## config.mk

```make
export PLATFORM = sky130hd
export DESIGN_NAME = pd_drive_with_gyro_steer_flat
export DESIGN_NICKNAME = d
export VERILOG_FILES = /design/src/design/pdg_pkg.sv /design/src/design/pdg_tick_if.sv /design/src/design/pdg_res_if.sv /design/src/design/pdg_cfg.sv /design/src/design/pdg_dp.sv /design/src/design/pdg_ctrl.sv /design/src/design/pd_drive_with_gyro_steer.sv /design/src/flat_wrapper.sv
export SDC_FILE = /design/constraint.sdc
export NUM_CORES = 2
export LEC_CHECK = 0
export ABC_AREA = 1
export CAP_MARGIN = 5
export CELL_PAD_IN_SITES_DETAIL_PLACEMENT = 0
export CELL_PAD_IN_SITES_GLOBAL_PLACEMENT = 1
export CORE_MARGIN = 4
export CORE_UTILIZATION = 45
export DETAILED_ROUTE_END_ITERATION = 7
export DONT_BUFFER_PORTS = 1
export HOLD_SLACK_MARGIN = 0.15
export PLACE_DENSITY_LB_ADDON = 0.25
export SYNTH_ARGS = -nofsm -noshare
export SYNTH_HDL_FRONTEND = slang
export SYNTH_SLANG_ARGS = --single-unit
```

## constraint.sdc

```tcl
create_clock -name i_clk -period 8.2 [get_ports i_clk]
set_clock_uncertainty 0.15 [all_clocks]
set_input_delay 2.05 -clock i_clk [delete_from_list [all_inputs] [get_ports i_clk]]
set_output_delay 2.05 -clock i_clk [all_outputs]
set_load 0.005 [all_outputs]
```

## src/design/pdg_pkg.sv

```systemverilog
// shared types, widths and register codes for the pd drive with gyro steering
package pdg_pkg;

    // field widths
    localparam int POS_W   = 16;
    localparam int HEAD_W  = 16;
    localparam int DT_W    = 8;
    localparam int GAIN_W  = 16;
    localparam int LIM_W   = 20;
    localparam int BAND_W  = 15;
    localparam int OUT_W   = 8;

    // internal widths, sized for the largest nominal period
    localparam int ERR_W   = POS_W + 1;
    localparam int DIFF_W  = POS_W + 2;
    localparam int SUM_W   = 24;
    localparam int MUL_W   = 25;
    localparam int PROD_W  = 2 * MUL_W;
    localparam int NUM_W   = 42;
    localparam int ACC_W   = 44;
    localparam int P_W     = ACC_W - 8;
    localparam int PC_W    = P_W + 2;
    localparam int CNT_W   = $clog2(NUM_W);

    // configuration port
    localparam int CFG_IDX_W  = 4;
    localparam int CFG_DATA_W = LIM_W;

    localparam logic [CFG_IDX_W-1:0] REG_TARGET = 4'd0;
    localparam logic [CFG_IDX_W-1:0] REG_PROP   = 4'd1;
    localparam logic [CFG_IDX_W-1:0] REG_INTEG  = 4'd2;
    localparam logic [CFG_IDX_W-1:0] REG_DERIV  = 4'd3;
    localparam logic [CFG_IDX_W-1:0] REG_STEER  = 4'd4;
    localparam logic [CFG_IDX_W-1:0] REG_LIMIT  = 4'd5;
    localparam logic [CFG_IDX_W-1:0] REG_BAND   = 4'd6;
    localparam logic [CFG_IDX_W-1:0] REG_RUN    = 4'd7;

    // register reset values
    localparam logic [GAIN_W-1:0] PROP_RST  = 16'd61;
    localparam logic [GAIN_W-1:0] DERIV_RST = 16'd41;
    localparam logic [LIM_W-1:0]  LIMIT_RST = 20'hFFFFF;

    typedef struct packed {
        logic signed [POS_W-1:0] target;
        logic [GAIN_W-1:0]       prop;
        logic [GAIN_W-1:0]       integ;
        logic [GAIN_W-1:0]       deriv;
        logic [GAIN_W-1:0]       steer;
        logic [LIM_W-1:0]        limit;
        logic [BAND_W-1:0]       band;
        logic                    run;
    } t_cfg;

    // controller to datapath
    typedef struct packed {
        logic load;
        logic err;
        logic mul_dn;
        logic mul_d;
        logic div_ld;
        logic div_step;
        logic mul_p;
        logic mul_i;
        logic mul_c;
        logic emit;
    } t_cmd;

    // datapath to controller
    typedef struct packed {
        logic out_free;
        logic done_flag;
    } t_stat;

endpackage

```

## src/design/pdg_tick_if.sv

```systemverilog
// tick channel: position, heading and elapsed time
interface pdg_tick_if;
    logic                            valid;
    logic                            ready;
    logic signed [pdg_pkg::POS_W-1:0]  position_sample;
    logic signed [pdg_pkg::HEAD_W-1:0] heading_sample;
    logic [pdg_pkg::DT_W-1:0]          elapsed_ms;

    modport source (output valid, position_sample, heading_sample, elapsed_ms, input ready);
    modport sink (input valid, position_sample, heading_sample, elapsed_ms, output ready);
endinterface

```

## src/design/pdg_res_if.sv

```systemverilog
// result channel: motor commands and finish flag
interface pdg_res_if;
    logic                             valid;
    logic                             ready;
    logic signed [pdg_pkg::OUT_W-1:0] left_power;
    logic signed [pdg_pkg::OUT_W-1:0] right_power;
    logic                             move_done;

    modport source (output valid, left_power, right_power, move_done, input ready);
    modport sink (input valid, left_power, right_power, move_done, output ready);
endinterface

```

## src/design/pdg_cfg.sv

```systemverilog
// configuration register file
module pdg_cfg (
    input  logic                              i_clk,
    input  logic                              i_rst_n,
    input  logic                              i_cfg_we,
    input  logic [pdg_pkg::CFG_IDX_W-1:0]     i_cfg_idx,
    input  logic [pdg_pkg::CFG_DATA_W-1:0]    i_cfg_data,
    output pdg_pkg::t_cfg                     o_cfg
);
    import pdg_pkg::*;

    t_cfg r_cfg;

    // register writes, unknown indexes ignored
    always_ff @(posedge i_clk) begin
        if (!i_rst_n) begin
            r_cfg.target <= '0;
            r_cfg.prop   <= PROP_RST;
            r_cfg.integ  <= '0;
            r_cfg.deriv  <= DERIV_RST;
            r_cfg.steer  <= '0;
            r_cfg.limit  <= LIMIT_RST;
            r_cfg.band   <= '0;
            r_cfg.run    <= 1'b0;
        end else if (i_cfg_we) begin
            case (i_cfg_idx)
                REG_TARGET: r_cfg.target <= $signed(i_cfg_data[POS_W-1:0]);
                REG_PROP:   r_cfg.prop   <= i_cfg_data[GAIN_W-1:0];
                REG_INTEG:  r_cfg.integ  <= i_cfg_data[GAIN_W-1:0];
                REG_DERIV:  r_cfg.deriv  <= i_cfg_data[GAIN_W-1:0];
                REG_STEER:  r_cfg.steer  <= i_cfg_data[GAIN_W-1:0];
                REG_LIMIT:  r_cfg.limit  <= i_cfg_data[LIM_W-1:0];
                REG_BAND:   r_cfg.band   <= i_cfg_data[BAND_W-1:0];
                REG_RUN:    r_cfg.run    <= i_cfg_data[0];
                default: begin
                end
            endcase
        end
    end

    assign o_cfg = r_cfg;

endmodule

```

## src/design/pdg_dp.sv

```systemverilog
// datapath: error, integral, shared multiplier, divider, steering and output register
module pdg_dp #(
    parameter int STEER_DEADBAND    = 10,
    parameter int POWER_LIMIT       = 127,
    parameter int NOMINAL_PERIOD_MS = 25
) (
    input  logic                                i_clk,
    input  logic                                i_rst_n,
    input  pdg_pkg::t_cfg                       i_cfg,
    input  pdg_pkg::t_cmd                       i_cmd,
    output pdg_pkg::t_stat                      o_stat,
    input  logic signed [pdg_pkg::POS_W-1:0]    i_pos,
    input  logic signed [pdg_pkg::HEAD_W-1:0]   i_head,
    input  logic [pdg_pkg::DT_W-1:0]            i_dt,
    output logic                                o_valid,
    input  logic                                i_ready,
    output logic signed [pdg_pkg::OUT_W-1:0]    o_left,
    output logic signed [pdg_pkg::OUT_W-1:0]    o_right,
    output logic                                o_done
);
    import pdg_pkg::*;

    localparam int OUT_LIM = (POWER_LIMIT > 127) ? 127 : POWER_LIMIT;
    localparam logic signed [PC_W-1:0]    LIM_P  = PC_W'(OUT_LIM);
    localparam logic signed [PC_W-1:0]    LIM_N  = -LIM_P;
    localparam logic signed [PC_W-1:0]    PWR    = PC_W'(POWER_LIMIT);
    localparam logic signed [HEAD_W:0]    DB_P   = (HEAD_W + 1)'(STEER_DEADBAND);
    localparam logic signed [HEAD_W:0]    DB_N   = -DB_P;
    localparam logic signed [MUL_W-1:0]   PERIOD = MUL_W'(NOMINAL_PERIOD_MS);
    localparam logic signed [SUM_W:0]     SUM_MAX = {2'b00, {(SUM_W - 1){1'b1}}};
    localparam logic signed [SUM_W:0]     SUM_MIN = {2'b11, {(SUM_W - 1){1'b0}}};

    // saturate a command to the motor range
    function automatic logic signed [OUT_W-1:0] sat_out(input logic signed [PC_W-1:0] x);
        logic signed [OUT_W-1:0] y;
        if (x > LIM_P) begin
            y = LIM_P[OUT_W-1:0];
        end else if (x < LIM_N) begin
            y = LIM_N[OUT_W-1:0];
        end else begin
            y = x[OUT_W-1:0];
        end
        return y;
    endfunction

    logic signed [POS_W-1:0]  r_pos;
    logic signed [HEAD_W-1:0] r_head;
    logic [DT_W-1:0]          r_dt;
    logic signed [ERR_W-1:0]  r_err;
    logic signed [DIFF_W-1:0] r_diff;
    logic signed [ERR_W-1:0]  r_prev;
    logic signed [SUM_W-1:0]  r_sum;
    logic                     r_gain_off;
    logic signed [PROD_W-1:0] r_prod;
    logic [NUM_W-1:0]         r_quo;
    logic [DT_W-1:0]          r_rem;
    logic                     r_neg;
    logic signed [ACC_W-1:0]  r_acc;
    logic                     r_done;
    logic signed [OUT_W-1:0]  r_held_l;
    logic signed [OUT_W-1:0]  r_held_r;
    logic                     r_out_valid;
    logic signed [OUT_W-1:0]  r_out_l;
    logic signed [OUT_W-1:0]  r_out_r;
    logic                     r_out_done;

    // error, difference and integral update
    logic signed [ERR_W-1:0]  w_err;
    logic signed [DIFF_W-1:0] w_diff;
    logic signed [SUM_W:0]    w_sum;
    logic signed [SUM_W-1:0]  w_sum_sat;
    logic                     w_over;

    assign w_err  = ERR_W'(i_cfg.target) - ERR_W'(r_pos);
    assign w_diff = DIFF_W'(w_err) - DIFF_W'(r_prev);
    assign w_sum  = (SUM_W + 1)'(r_sum) + (SUM_W + 1)'(w_err);
    assign w_over = (SUM_W + 1)'(r_sum) > $signed({{(SUM_W + 1 - LIM_W){1'b0}}, i_cfg.limit});

    always_comb begin
        if (w_sum > SUM_MAX) begin
            w_sum_sat = SUM_MAX[SUM_W-1:0];
        end else if (w_sum < SUM_MIN) begin
            w_sum_sat = SUM_MIN[SUM_W-1:0];
        end else begin
            w_sum_sat = w_sum[SUM_W-1:0];
        end
    end

    // shared multiplier operand select
    logic signed [MUL_W-1:0]  w_ma;
    logic signed [MUL_W-1:0]  w_mb;
    logic signed [PROD_W-1:0] w_prod;
    logic [GAIN_W-1:0]        w_ki;

    assign w_ki = r_gain_off ? '0 : i_cfg.integ;

    always_comb begin
        w_ma = '0;
        w_mb = '0;
        if (i_cmd.mul_dn) begin
            w_ma = $signed({{(MUL_W - GAIN_W){1'b0}}, i_cfg.deriv});
            w_mb = PERIOD;
        end else if (i_cmd.mul_d) begin
            w_ma = MUL_W'(r_diff);
            w_mb = $signed({1'b0, r_prod[MUL_W-2:0]});
        end else if (i_cmd.mul_p) begin
            w_ma = MUL_W'(r_err);
            w_mb = $signed({{(MUL_W - GAIN_W){1'b0}}, i_cfg.prop});
        end else if (i_cmd.mul_i) begin
            w_ma = MUL_W'(r_sum);
            w_mb = $signed({{(MUL_W - GAIN_W){1'b0}}, w_ki});
        end else if (i_cmd.mul_c) begin
            w_ma = MUL_W'(r_head);
            w_mb = $signed({{(MUL_W - GAIN_W){1'b0}}, i_cfg.steer});
        end
    end

    assign w_prod = w_ma * w_mb;

    // restoring divider step, one quotient bit a cycle
    logic [DT_W:0]            w_trial;
    logic                     w_ge;
    logic [DT_W:0]            w_trial_sub;
    logic [PROD_W-1:0]        w_mag;
    logic signed [ACC_W-1:0]  w_quo_ext;

    assign w_trial     = {r_rem, r_quo[NUM_W-1]};
    assign w_ge        = w_trial >= {1'b0, r_dt};
    assign w_trial_sub = w_trial - {1'b0, r_dt};
    assign w_mag       = r_prod[PROD_W-1] ? PROD_W'(-r_prod) : PROD_W'(r_prod);
    assign w_quo_ext   = $signed({{(ACC_W - NUM_W){1'b0}}, r_quo});

    // steering and saturation
    logic signed [P_W-1:0]   w_p;
    logic signed [P_W-1:0]   w_c;
    logic signed [PC_W-1:0]  w_pw;
    logic signed [PC_W-1:0]  w_pc;
    logic signed [PC_W-1:0]  w_pm;
    logic signed [PC_W-1:0]  w_s;
    logic signed [HEAD_W:0]  w_head;
    logic signed [OUT_W-1:0] w_left;
    logic signed [OUT_W-1:0] w_right;
    logic [ERR_W-1:0]        w_emag;
    logic                    w_done_now;

    assign w_p    = r_acc[ACC_W-1:8];
    assign w_c    = r_prod[P_W+7:8];
    assign w_pw   = PC_W'(w_p);
    assign w_pc   = PC_W'(w_p) + PC_W'(w_c);
    assign w_pm   = PC_W'(w_p) - PC_W'(w_c);
    assign w_s    = w_pc[PC_W-1] ? -w_pc : w_pc;
    assign w_head = (HEAD_W + 1)'(r_head);
    assign w_emag = r_err[ERR_W-1] ? ERR_W'(-r_err) : ERR_W'(r_err);
    assign w_done_now = w_emag < {{(ERR_W - BAND_W){1'b0}}, i_cfg.band};

    always_comb begin
        w_left  = r_held_l;
        w_right = r_held_r;
        if (w_head > DB_P) begin
            if (w_s > PWR) begin
                w_right = sat_out(w_pm);
                w_left  = sat_out(w_pw);
            end else if (w_s < PWR) begin
                w_right = sat_out(w_pw);
                w_left  = sat_out(w_pc);
            end
        end else if (w_head < DB_N) begin
            if (w_s > PWR) begin
                w_right = sat_out(w_pw);
                w_left  = sat_out(w_pm);
            end else if (w_s < PWR) begin
                w_right = sat_out(w_pc);
                w_left  = sat_out(w_pw);
            end
        end else begin
            w_right = sat_out(w_pw);
            w_left  = sat_out(w_pw);
        end
    end

    // payload registers
    always_ff @(posedge i_clk) begin
        if (i_cmd.load) begin
            r_pos  <= i_pos;
            r_head <= i_head;
            r_dt   <= (i_dt == '0) ? DT_W'(1) : i_dt;
        end
        if (i_cmd.err) begin
            r_err  <= w_err;
            r_diff <= w_diff;
        end
        if (i_cmd.mul_dn || i_cmd.mul_d || i_cmd.mul_p || i_cmd.mul_i || i_cmd.mul_c) begin
            r_prod <= w_prod;
        end
        if (i_cmd.div_ld) begin
            r_quo <= w_mag[NUM_W-1:0];
            r_rem <= '0;
            r_neg <= r_prod[PROD_W-1];
        end else if (i_cmd.div_step) begin
            r_rem <= w_ge ? w_trial_sub[DT_W-1:0] : w_trial[DT_W-1:0];
            r_quo <= {r_quo[NUM_W-2:0], w_ge};
        end
        // accumulate quotient, proportional and integral terms
        if (i_cmd.mul_p) begin
            r_acc <= r_neg ? -w_quo_ext : w_quo_ext;
        end else if (i_cmd.mul_i || i_cmd.mul_c) begin
            r_acc <= r_acc + r_prod[ACC_W-1:0];
        end
        if (i_cmd.emit) begin
            r_out_l    <= w_left;
            r_out_r    <= w_right;
            r_out_done <= w_done_now;
        end
    end

    // loop state and output valid
    always_ff @(posedge i_clk) begin
        if (!i_rst_n) begin
            r_prev      <= '0;
            r_sum       <= '0;
            r_gain_off  <= 1'b0;
            r_done      <= 1'b0;
            r_held_l    <= '0;
            r_held_r    <= '0;
            r_out_valid <= 1'b0;
        end else begin
            if (i_cmd.err) begin
                r_prev <= w_err;
                if (w_over) begin
                    r_gain_off <= 1'b1;
                end else begin
                    r_sum <= w_sum_sat;
                end
            end
            if (i_cmd.emit) begin
                r_held_l    <= w_left;
                r_held_r    <= w_right;
                r_out_valid <= 1'b1;
                if (w_done_now) begin
                    r_done <= 1'b1;
                end
            end else if (i_ready) begin
                r_out_valid <= 1'b0;
            end
        end
    end

    assign o_stat.out_free  = !r_out_valid || i_ready;
    assign o_stat.done_flag = r_done;
    assign o_valid = r_out_valid;
    assign o_left  = r_out_l;
    assign o_right = r_out_r;
    assign o_done  = r_out_done;

    // latched flags only clear on reset
    a_gain_off_sticky: assert property (@(posedge i_clk) disable iff (!i_rst_n)
        r_gain_off |=> r_gain_off) else $error("integral gain latch cleared");
    a_done_sticky: assert property (@(posedge i_clk) disable iff (!i_rst_n)
        r_done |=> r_done) else $error("done flag cleared");
    a_emit_shows: assert property (@(posedge i_clk) disable iff (!i_rst_n)
        i_cmd.emit |=> (r_out_valid && r_held_l == r_out_l && r_held_r == r_out_r))
        else $error("emitted result not presented");

endmodule

```

## src/design/pdg_ctrl.sv

```systemverilog
// controller: sequences one tick through the datapath
module pdg_ctrl (
    input  logic             i_clk,
    input  logic             i_rst_n,
    input  logic             i_in_valid,
    output logic             o_in_ready,
    input  logic             i_run,
    input  pdg_pkg::t_stat   i_stat,
    output pdg_pkg::t_cmd    o_cmd
);
    import pdg_pkg::*;

    localparam logic [3:0] S_IDLE   = 4'd0;
    localparam logic [3:0] S_ERR    = 4'd1;
    localparam logic [3:0] S_MUL_DN = 4'd2;
    localparam logic [3:0] S_MUL_D  = 4'd3;
    localparam logic [3:0] S_DIV_LD = 4'd4;
    localparam logic [3:0] S_DIV    = 4'd5;
    localparam logic [3:0] S_MUL_P  = 4'd6;
    localparam logic [3:0] S_MUL_I  = 4'd7;
    localparam logic [3:0] S_MUL_C  = 4'd8;
    localparam logic [3:0] S_STEER  = 4'd9;

    localparam logic [CNT_W-1:0] DIV_LAST = CNT_W'(NUM_W - 1);

    logic [3:0]       r_state;
    logic [3:0]       n_state;
    logic [CNT_W-1:0] r_cnt;
    logic [CNT_W-1:0] n_cnt;

    // next state and commands
    always_comb begin
        n_state = r_state;
        n_cnt   = r_cnt;
        o_cmd   = '0;
        case (r_state)
            S_IDLE: begin
                if (i_in_valid && i_run && !i_stat.done_flag) begin
                    o_cmd.load = 1'b1;
                    n_state    = S_ERR;
                end
            end
            S_ERR: begin
                o_cmd.err = 1'b1;
                n_state   = S_MUL_DN;
            end
            S_MUL_DN: begin
                o_cmd.mul_dn = 1'b1;
                n_state      = S_MUL_D;
            end
            S_MUL_D: begin
                o_cmd.mul_d = 1'b1;
                n_state     = S_DIV_LD;
            end
            S_DIV_LD: begin
                o_cmd.div_ld = 1'b1;
                n_cnt        = DIV_LAST;
                n_state      = S_DIV;
            end
            S_DIV: begin
                o_cmd.div_step = 1'b1;
                if (r_cnt == '0) begin
                    n_state = S_MUL_P;
                end else begin
                    n_cnt = r_cnt - 1'b1;
                end
            end
            S_MUL_P: begin
                o_cmd.mul_p = 1'b1;
                n_state     = S_MUL_I;
            end
            S_MUL_I: begin
                o_cmd.mul_i = 1'b1;
                n_state     = S_MUL_C;
            end
            S_MUL_C: begin
                o_cmd.mul_c = 1'b1;
                n_state     = S_STEER;
            end
            S_STEER: begin
                if (i_stat.out_free) begin
                    o_cmd.emit = 1'b1;
                    n_state    = S_IDLE;
                end
            end
            default: begin
                n_state = S_IDLE;
            end
        endcase
    end

    // state registers
    always_ff @(posedge i_clk) begin
        if (!i_rst_n) begin
            r_state <= S_IDLE;
            r_cnt   <= '0;
        end else begin
            r_state <= n_state;
            r_cnt   <= n_cnt;
        end
    end

    assign o_in_ready = (r_state == S_IDLE);

    // fixed latency from transfer in to steering
    a_latency: assert property (@(posedge i_clk) disable iff (!i_rst_n)
        o_cmd.load |-> ##(NUM_W + 8) (r_state == S_STEER)) else $error("tick latency off");
    a_div_start: assert property (@(posedge i_clk) disable iff (!i_rst_n)
        o_cmd.div_ld |=> (r_state == S_DIV && r_cnt == DIV_LAST)) else $error("divider start");
    a_emit_idle: assert property (@(posedge i_clk) disable iff (!i_rst_n)
        o_cmd.emit |=> (r_state == S_IDLE && !$past(i_stat.done_flag)))
        else $error("emit sequencing");

endmodule

```

## src/design/pd_drive_with_gyro_steer.sv

```systemverilog
// top level: pd drive with gyro steering
//
//  channel   dir  handshake      payload
//  i_tick    in   valid/ready    position_sample, heading_sample, elapsed_ms
//  o_res     out  valid/ready    left_power, right_power, move_done
//  i_cfg_*   in   write enable   register index, write data
//
// a tick passes from transfer in to result through the 42-step restoring divider
// for the derivative term and five passes through the shared 25x25 multiplier;
// one tick is in flight at a time.
// a tick taken while not running or after finishing is dropped.
// reset is synchronous and clears the loop state; there is no clearing pass.
// a result waits in the output register while the next tick is taken in; the
// controller stalls only if that register is still full when the next result is due.
module pd_drive_with_gyro_steer #(
    parameter int STEER_DEADBAND    = 10,
    parameter int POWER_LIMIT       = 127,
    parameter int NOMINAL_PERIOD_MS = 25
) (
    input  logic                              i_clk,
    input  logic                              i_rst_n,
    input  logic                              i_cfg_we,
    input  logic [pdg_pkg::CFG_IDX_W-1:0]     i_cfg_idx,
    input  logic [pdg_pkg::CFG_DATA_W-1:0]    i_cfg_data,
    pdg_tick_if.sink                          i_tick,
    pdg_res_if.source                         o_res
);
    import pdg_pkg::*;

    t_cfg  w_cfg;
    t_cmd  w_cmd;
    t_stat w_stat;
    logic  w_in_ready;

    // configuration registers
    pdg_cfg u_cfg (
        .i_clk      (i_clk),
        .i_rst_n    (i_rst_n),
        .i_cfg_we   (i_cfg_we),
        .i_cfg_idx  (i_cfg_idx),
        .i_cfg_data (i_cfg_data),
        .o_cfg      (w_cfg)
    );

    // sequencer
    pdg_ctrl u_ctrl (
        .i_clk      (i_clk),
        .i_rst_n    (i_rst_n),
        .i_in_valid (i_tick.valid),
        .o_in_ready (w_in_ready),
        .i_run      (w_cfg.run),
        .i_stat     (w_stat),
        .o_cmd      (w_cmd)
    );

    // arithmetic and output register
    pdg_dp #(
        .STEER_DEADBAND    (STEER_DEADBAND),
        .POWER_LIMIT       (POWER_LIMIT),
        .NOMINAL_PERIOD_MS (NOMINAL_PERIOD_MS)
    ) u_dp (
        .i_clk   (i_clk),
        .i_rst_n (i_rst_n),
        .i_cfg   (w_cfg),
        .i_cmd   (w_cmd),
        .o_stat  (w_stat),
        .i_pos   (i_tick.position_sample),
        .i_head  (i_tick.heading_sample),
        .i_dt    (i_tick.elapsed_ms),
        .o_valid (o_res.valid),
        .i_ready (o_res.ready),
        .o_left  (o_res.left_power),
        .o_right (o_res.right_power),
        .o_done  (o_res.move_done)
    );

    assign i_tick.ready = w_in_ready;

endmodule
```

## src/flat_wrapper.sv

```systemverilog
// flat-port wrapper written by rule: the top's interface ports become plain ports
module pd_drive_with_gyro_steer_flat import pdg_pkg::*;
#(
    parameter int STEER_DEADBAND    = 10,
    parameter int POWER_LIMIT       = 127,
    parameter int NOMINAL_PERIOD_MS = 25
)
  (i_clk, i_rst_n, i_cfg_we, i_cfg_idx, i_cfg_data, i_tick_valid, i_tick_position_sample, i_tick_heading_sample, i_tick_elapsed_ms, i_tick_ready, o_res_valid, o_res_left_power, o_res_right_power, o_res_move_done, o_res_ready);
  pdg_tick_if i_tick_i ();
  pdg_res_if o_res_i ();
  input  logic i_clk;
  input  logic i_rst_n;
  input  logic i_cfg_we;
  input  logic [pdg_pkg::CFG_IDX_W-1:0] i_cfg_idx;
  input  logic [pdg_pkg::CFG_DATA_W-1:0] i_cfg_data;
  input wire logic [$bits(i_tick_i.valid)-1:0] i_tick_valid;
  input wire logic [$bits(i_tick_i.position_sample)-1:0] i_tick_position_sample;
  input wire logic [$bits(i_tick_i.heading_sample)-1:0] i_tick_heading_sample;
  input wire logic [$bits(i_tick_i.elapsed_ms)-1:0] i_tick_elapsed_ms;
  output wire logic [$bits(i_tick_i.ready)-1:0] i_tick_ready;
  output wire logic [$bits(o_res_i.valid)-1:0] o_res_valid;
  output wire logic [$bits(o_res_i.left_power)-1:0] o_res_left_power;
  output wire logic [$bits(o_res_i.right_power)-1:0] o_res_right_power;
  output wire logic [$bits(o_res_i.move_done)-1:0] o_res_move_done;
  input wire logic [$bits(o_res_i.ready)-1:0] o_res_ready;
  assign i_tick_i.valid = i_tick_valid;
  assign i_tick_i.position_sample = i_tick_position_sample;
  assign i_tick_i.heading_sample = i_tick_heading_sample;
  assign i_tick_i.elapsed_ms = i_tick_elapsed_ms;
  assign i_tick_ready = i_tick_i.ready;
  assign o_res_valid = o_res_i.valid;
  assign o_res_left_power = o_res_i.left_power;
  assign o_res_right_power = o_res_i.right_power;
  assign o_res_move_done = o_res_i.move_done;
  assign o_res_i.ready = o_res_ready;
  pd_drive_with_gyro_steer #(.STEER_DEADBAND(STEER_DEADBAND), .POWER_LIMIT(POWER_LIMIT), .NOMINAL_PERIOD_MS(NOMINAL_PERIOD_MS)) u_core (.i_clk(i_clk), .i_rst_n(i_rst_n), .i_cfg_we(i_cfg_we), .i_cfg_idx(i_cfg_idx), .i_cfg_data(i_cfg_data), .i_tick(i_tick_i), .o_res(o_res_i));
endmodule
```

==> run metrics <==
Crit. Startpoint u_core.u_ctrl.r_state[0]$_SDFFE_PN0P_; RR Startpoint u_core.u_ctrl.r_state[0]$_SDFFE_PN0P_; cts hold-fix bufs 0; r2r worst-path depth 33; CTS tree done; setup slack, reg-to-reg 0.20 ns; status complete, no violations; Worst-path clk slew 0.06 ns; most common cell after layout, fill and taps aside inv_1; filler cell count 11,356; post-synth net total 8,121; fin util 52.5%; Cell Area, Synth 52,900 µm²; WL final 188,000 µm; YS warnings 0; Placed Instances 8,843; Nets 8,448; Post-synth EDFFs 224; Clock Latency Late Sink 0.66 ns; area of the multi-input gates 36,900 µm²; endpoints failing setup 0; vias in the first global route 47,579; crit path to u_core.u_dp.r_prod[49]$_DFFE_PP_; worst-margin pin slew 1.23 ns; DR pass1 iterations 6; Root Driver clkbuf_16; HPWL after detailed placement 157,000 µm; Num CTS Buffers 54; worst hold start u_core.u_cfg.o_cfg[108]$_SDFFE_PN0P_; setup TNS 0 ns; Final Power 6140 µW; largest net degree at the start of global routing 142; Worst Path Required 8.43 ns; Main synth FF type edfxtp_1; die width 351 µm; arrival time worst endpoint 8.23 ns; PortBufs 0; register area share after synthesis 20.1%; final hold vios 0; antenna cells 0; post-synth cell types 59; Iter 0 DRT Violations 4,152; cells after synthesis 7,101; Crit. End Element register; Final Max Slew Viols 0; hold depth 2; clock sinks 418; gr usage total 30.5%; I/O pin count 88; Finished Layout Cells 8,998; DIE AREA 123,000 µm²; Die Y 351 µm; FMAX 0.125 GHz; CP dominant cell by count fa_1; first-pass GRT wire length 286,000 µm; slowest cell delay on critical path 0.62 ns; Vias/cell 5.34; worst slew margin relative to its limit 17.2%; ratio of final minimum period to clock period 97.5%; ANT nets after route 0; critical path class register to register; Post-DP Area 57,500 µm²; # DRC 0; Core Area 116,000 µm²; Area Growth Syn to Fin 15.4%; Crit-path slowest cell fa_2; CTS H-tree depth 2; P_leak 0.0297 µW; Initial Util 45.4%; Yosys reg bits 418; gp weighted congestion 0.983; row cnt 125; total number of vias 48,013; most frequent cells in the layout inv_1 (1,385), nand2_1 (1,319), nor2_1 (805), fa_1 (610), buf_4 (449); unrepaired setup endpoints after global routing true; syn avg cell area 7.45 µm²; Routed WL per cell 20.9 µm; share of cells above drive strength 1 12.6%; Hold Crit Class register to register; VDD IR max 0.000169 V; Critical Path Source Type register; initial antenna violation count 3; Overflow after GRT 0; worst-path fanout max 7; Max Cap Viol 0; FF/Latch Area 10,600 µm²; clock buffer depth 3; Synth async-reset ratio 0%; pwr dens 101 nW/µm²; end of the worst register-to-register path u_core.u_dp.r_prod[49]$_DFFE_PP_; Finished Cell Area 61,000 µm²; Final Critical Period 8.00 ns
critical path, delay by kind of cell, from the launching register on:
family,cells,cell delay [ns]
compound gates,7,1.01
xor+xnor,1,0.16
fa+ha+maj,8,4.07
buf+inv,13,1.62
flops,1,0.35
simple gates,4,0.32
worst min-delay path by stage:
stage	endpoint	slack (ns)
2_1_floorplan	u_core.u_cfg.o_cfg[57]$_SDFFE_PN1P_	0.27
3_3_place_gp	u_core.u_cfg.o_cfg[80]$_SDFFE_PN0P_	0.28
3_5_place_dp	u_core.u_cfg.o_cfg[54]$_SDFFE_PN0P_	0.29
4_1_cts	u_core.u_cfg.o_cfg[80]$_SDFFE_PN0P_	0.30
5_1_grt	u_core.u_cfg.o_cfg[104]$_SDFFE_PN0P_	0.33
6_report	u_core.u_cfg.o_cfg[108]$_SDFFE_PN0P_	0.30
cell usage after synthesis, types with 66 or more instances:
cell type,instances,share of area (%)
clkbuf_1,183,1.3
fa_1,624,24
edfxtp_1,224,13
nor2_1,852,6.0
nor3_1,66,0.62
nand3_1,219,2.1
ha_1,327,7.7
inv_1,1422,10
dfxtp_1,194,7.3
nand4_1,90,1.1
xor2_1,153,2.5
nand2_1,1332,9.5
o21ai_0,462,4.4
a21oi_1,458,4.3
final cells by class:
class	count	share of cell area (%)
repair buffers	509	7.04
clock inverters	20	0.416
clock buffers	82	2.57
inverters	1456	9.05
well taps	1524	3.12
multi-input cells	4989	60.4
flip-flops and latches	418	17.4
power breakdown:
part           leakage, µW  internal (µW)  total [µW]  switching, µW
registers          0.00358           2340        2450            113
clock network     0.000890           1450        2450           1000
logic               0.0252            426        1240            814
total               0.0297           4210        6140           1930
state kept, by name, indices dropped and copies added (netlist names), 16 cells and up:
name and cells:
u_core.u_cfg.o_cfg 116, u_core.u_dp.r_acc 44, u_core.u_dp.r_diff 18, u_core.u_dp.r_err 17, u_core.u_dp.r_head 16, u_core.u_dp.r_pos 16
u_core.u_dp.r_prev 17, u_core.u_dp.r_prod 45, u_core.u_dp.r_quo 42, u_core.u_dp.r_sum 24
stage by stage:
| stage | worst slack, ns | hold slack, ns |
|---|---|---|
| 2_1_floorplan | 0.0317 | 0.274 |
| 3_3_place_gp | -0.412 | 0.284 |
| 3_5_place_dp | -0.462 | 0.292 |
| 4_1_cts | 0.000981 | 0.300 |
| 5_1_grt | -0.0748 | 0.327 |
| 6_report | 0.202 | 0.302 |
kinds of logic (layout without fill, tap and decap cells):
family                     count (synthesis)  in the layout  share of synthesized area [%]
DFF                                      418            418                           20.1
AOI/OAI and AO/OA                       1125           1125                           11.6
xor gates and xnor gates                 192            192                           3.19
adders and majority gates                951            951                           31.4
and+or+nand+nor                         2721           2721                           21.4
buffers and inverters                   1694           2067                           12.4
per-layer routing:
layer  track usage [%]  up-vias  share of wire, %
met5                 0        -                 0
met4              9.99        0               3.9
met3              4.31      295               6.7
met2              49.3     1621                45
met1              42.2    23237                44
li1                  -    22860                 -
what timing repair did:
item                       in CTS  in global routing
gates resized for setup        81                261
gates cloned                    0                  3
setup endpoints to repair      16                 16
pin swaps                      12                109
setup buffers                   7                 43
Power figures use the tool's default switching activity.
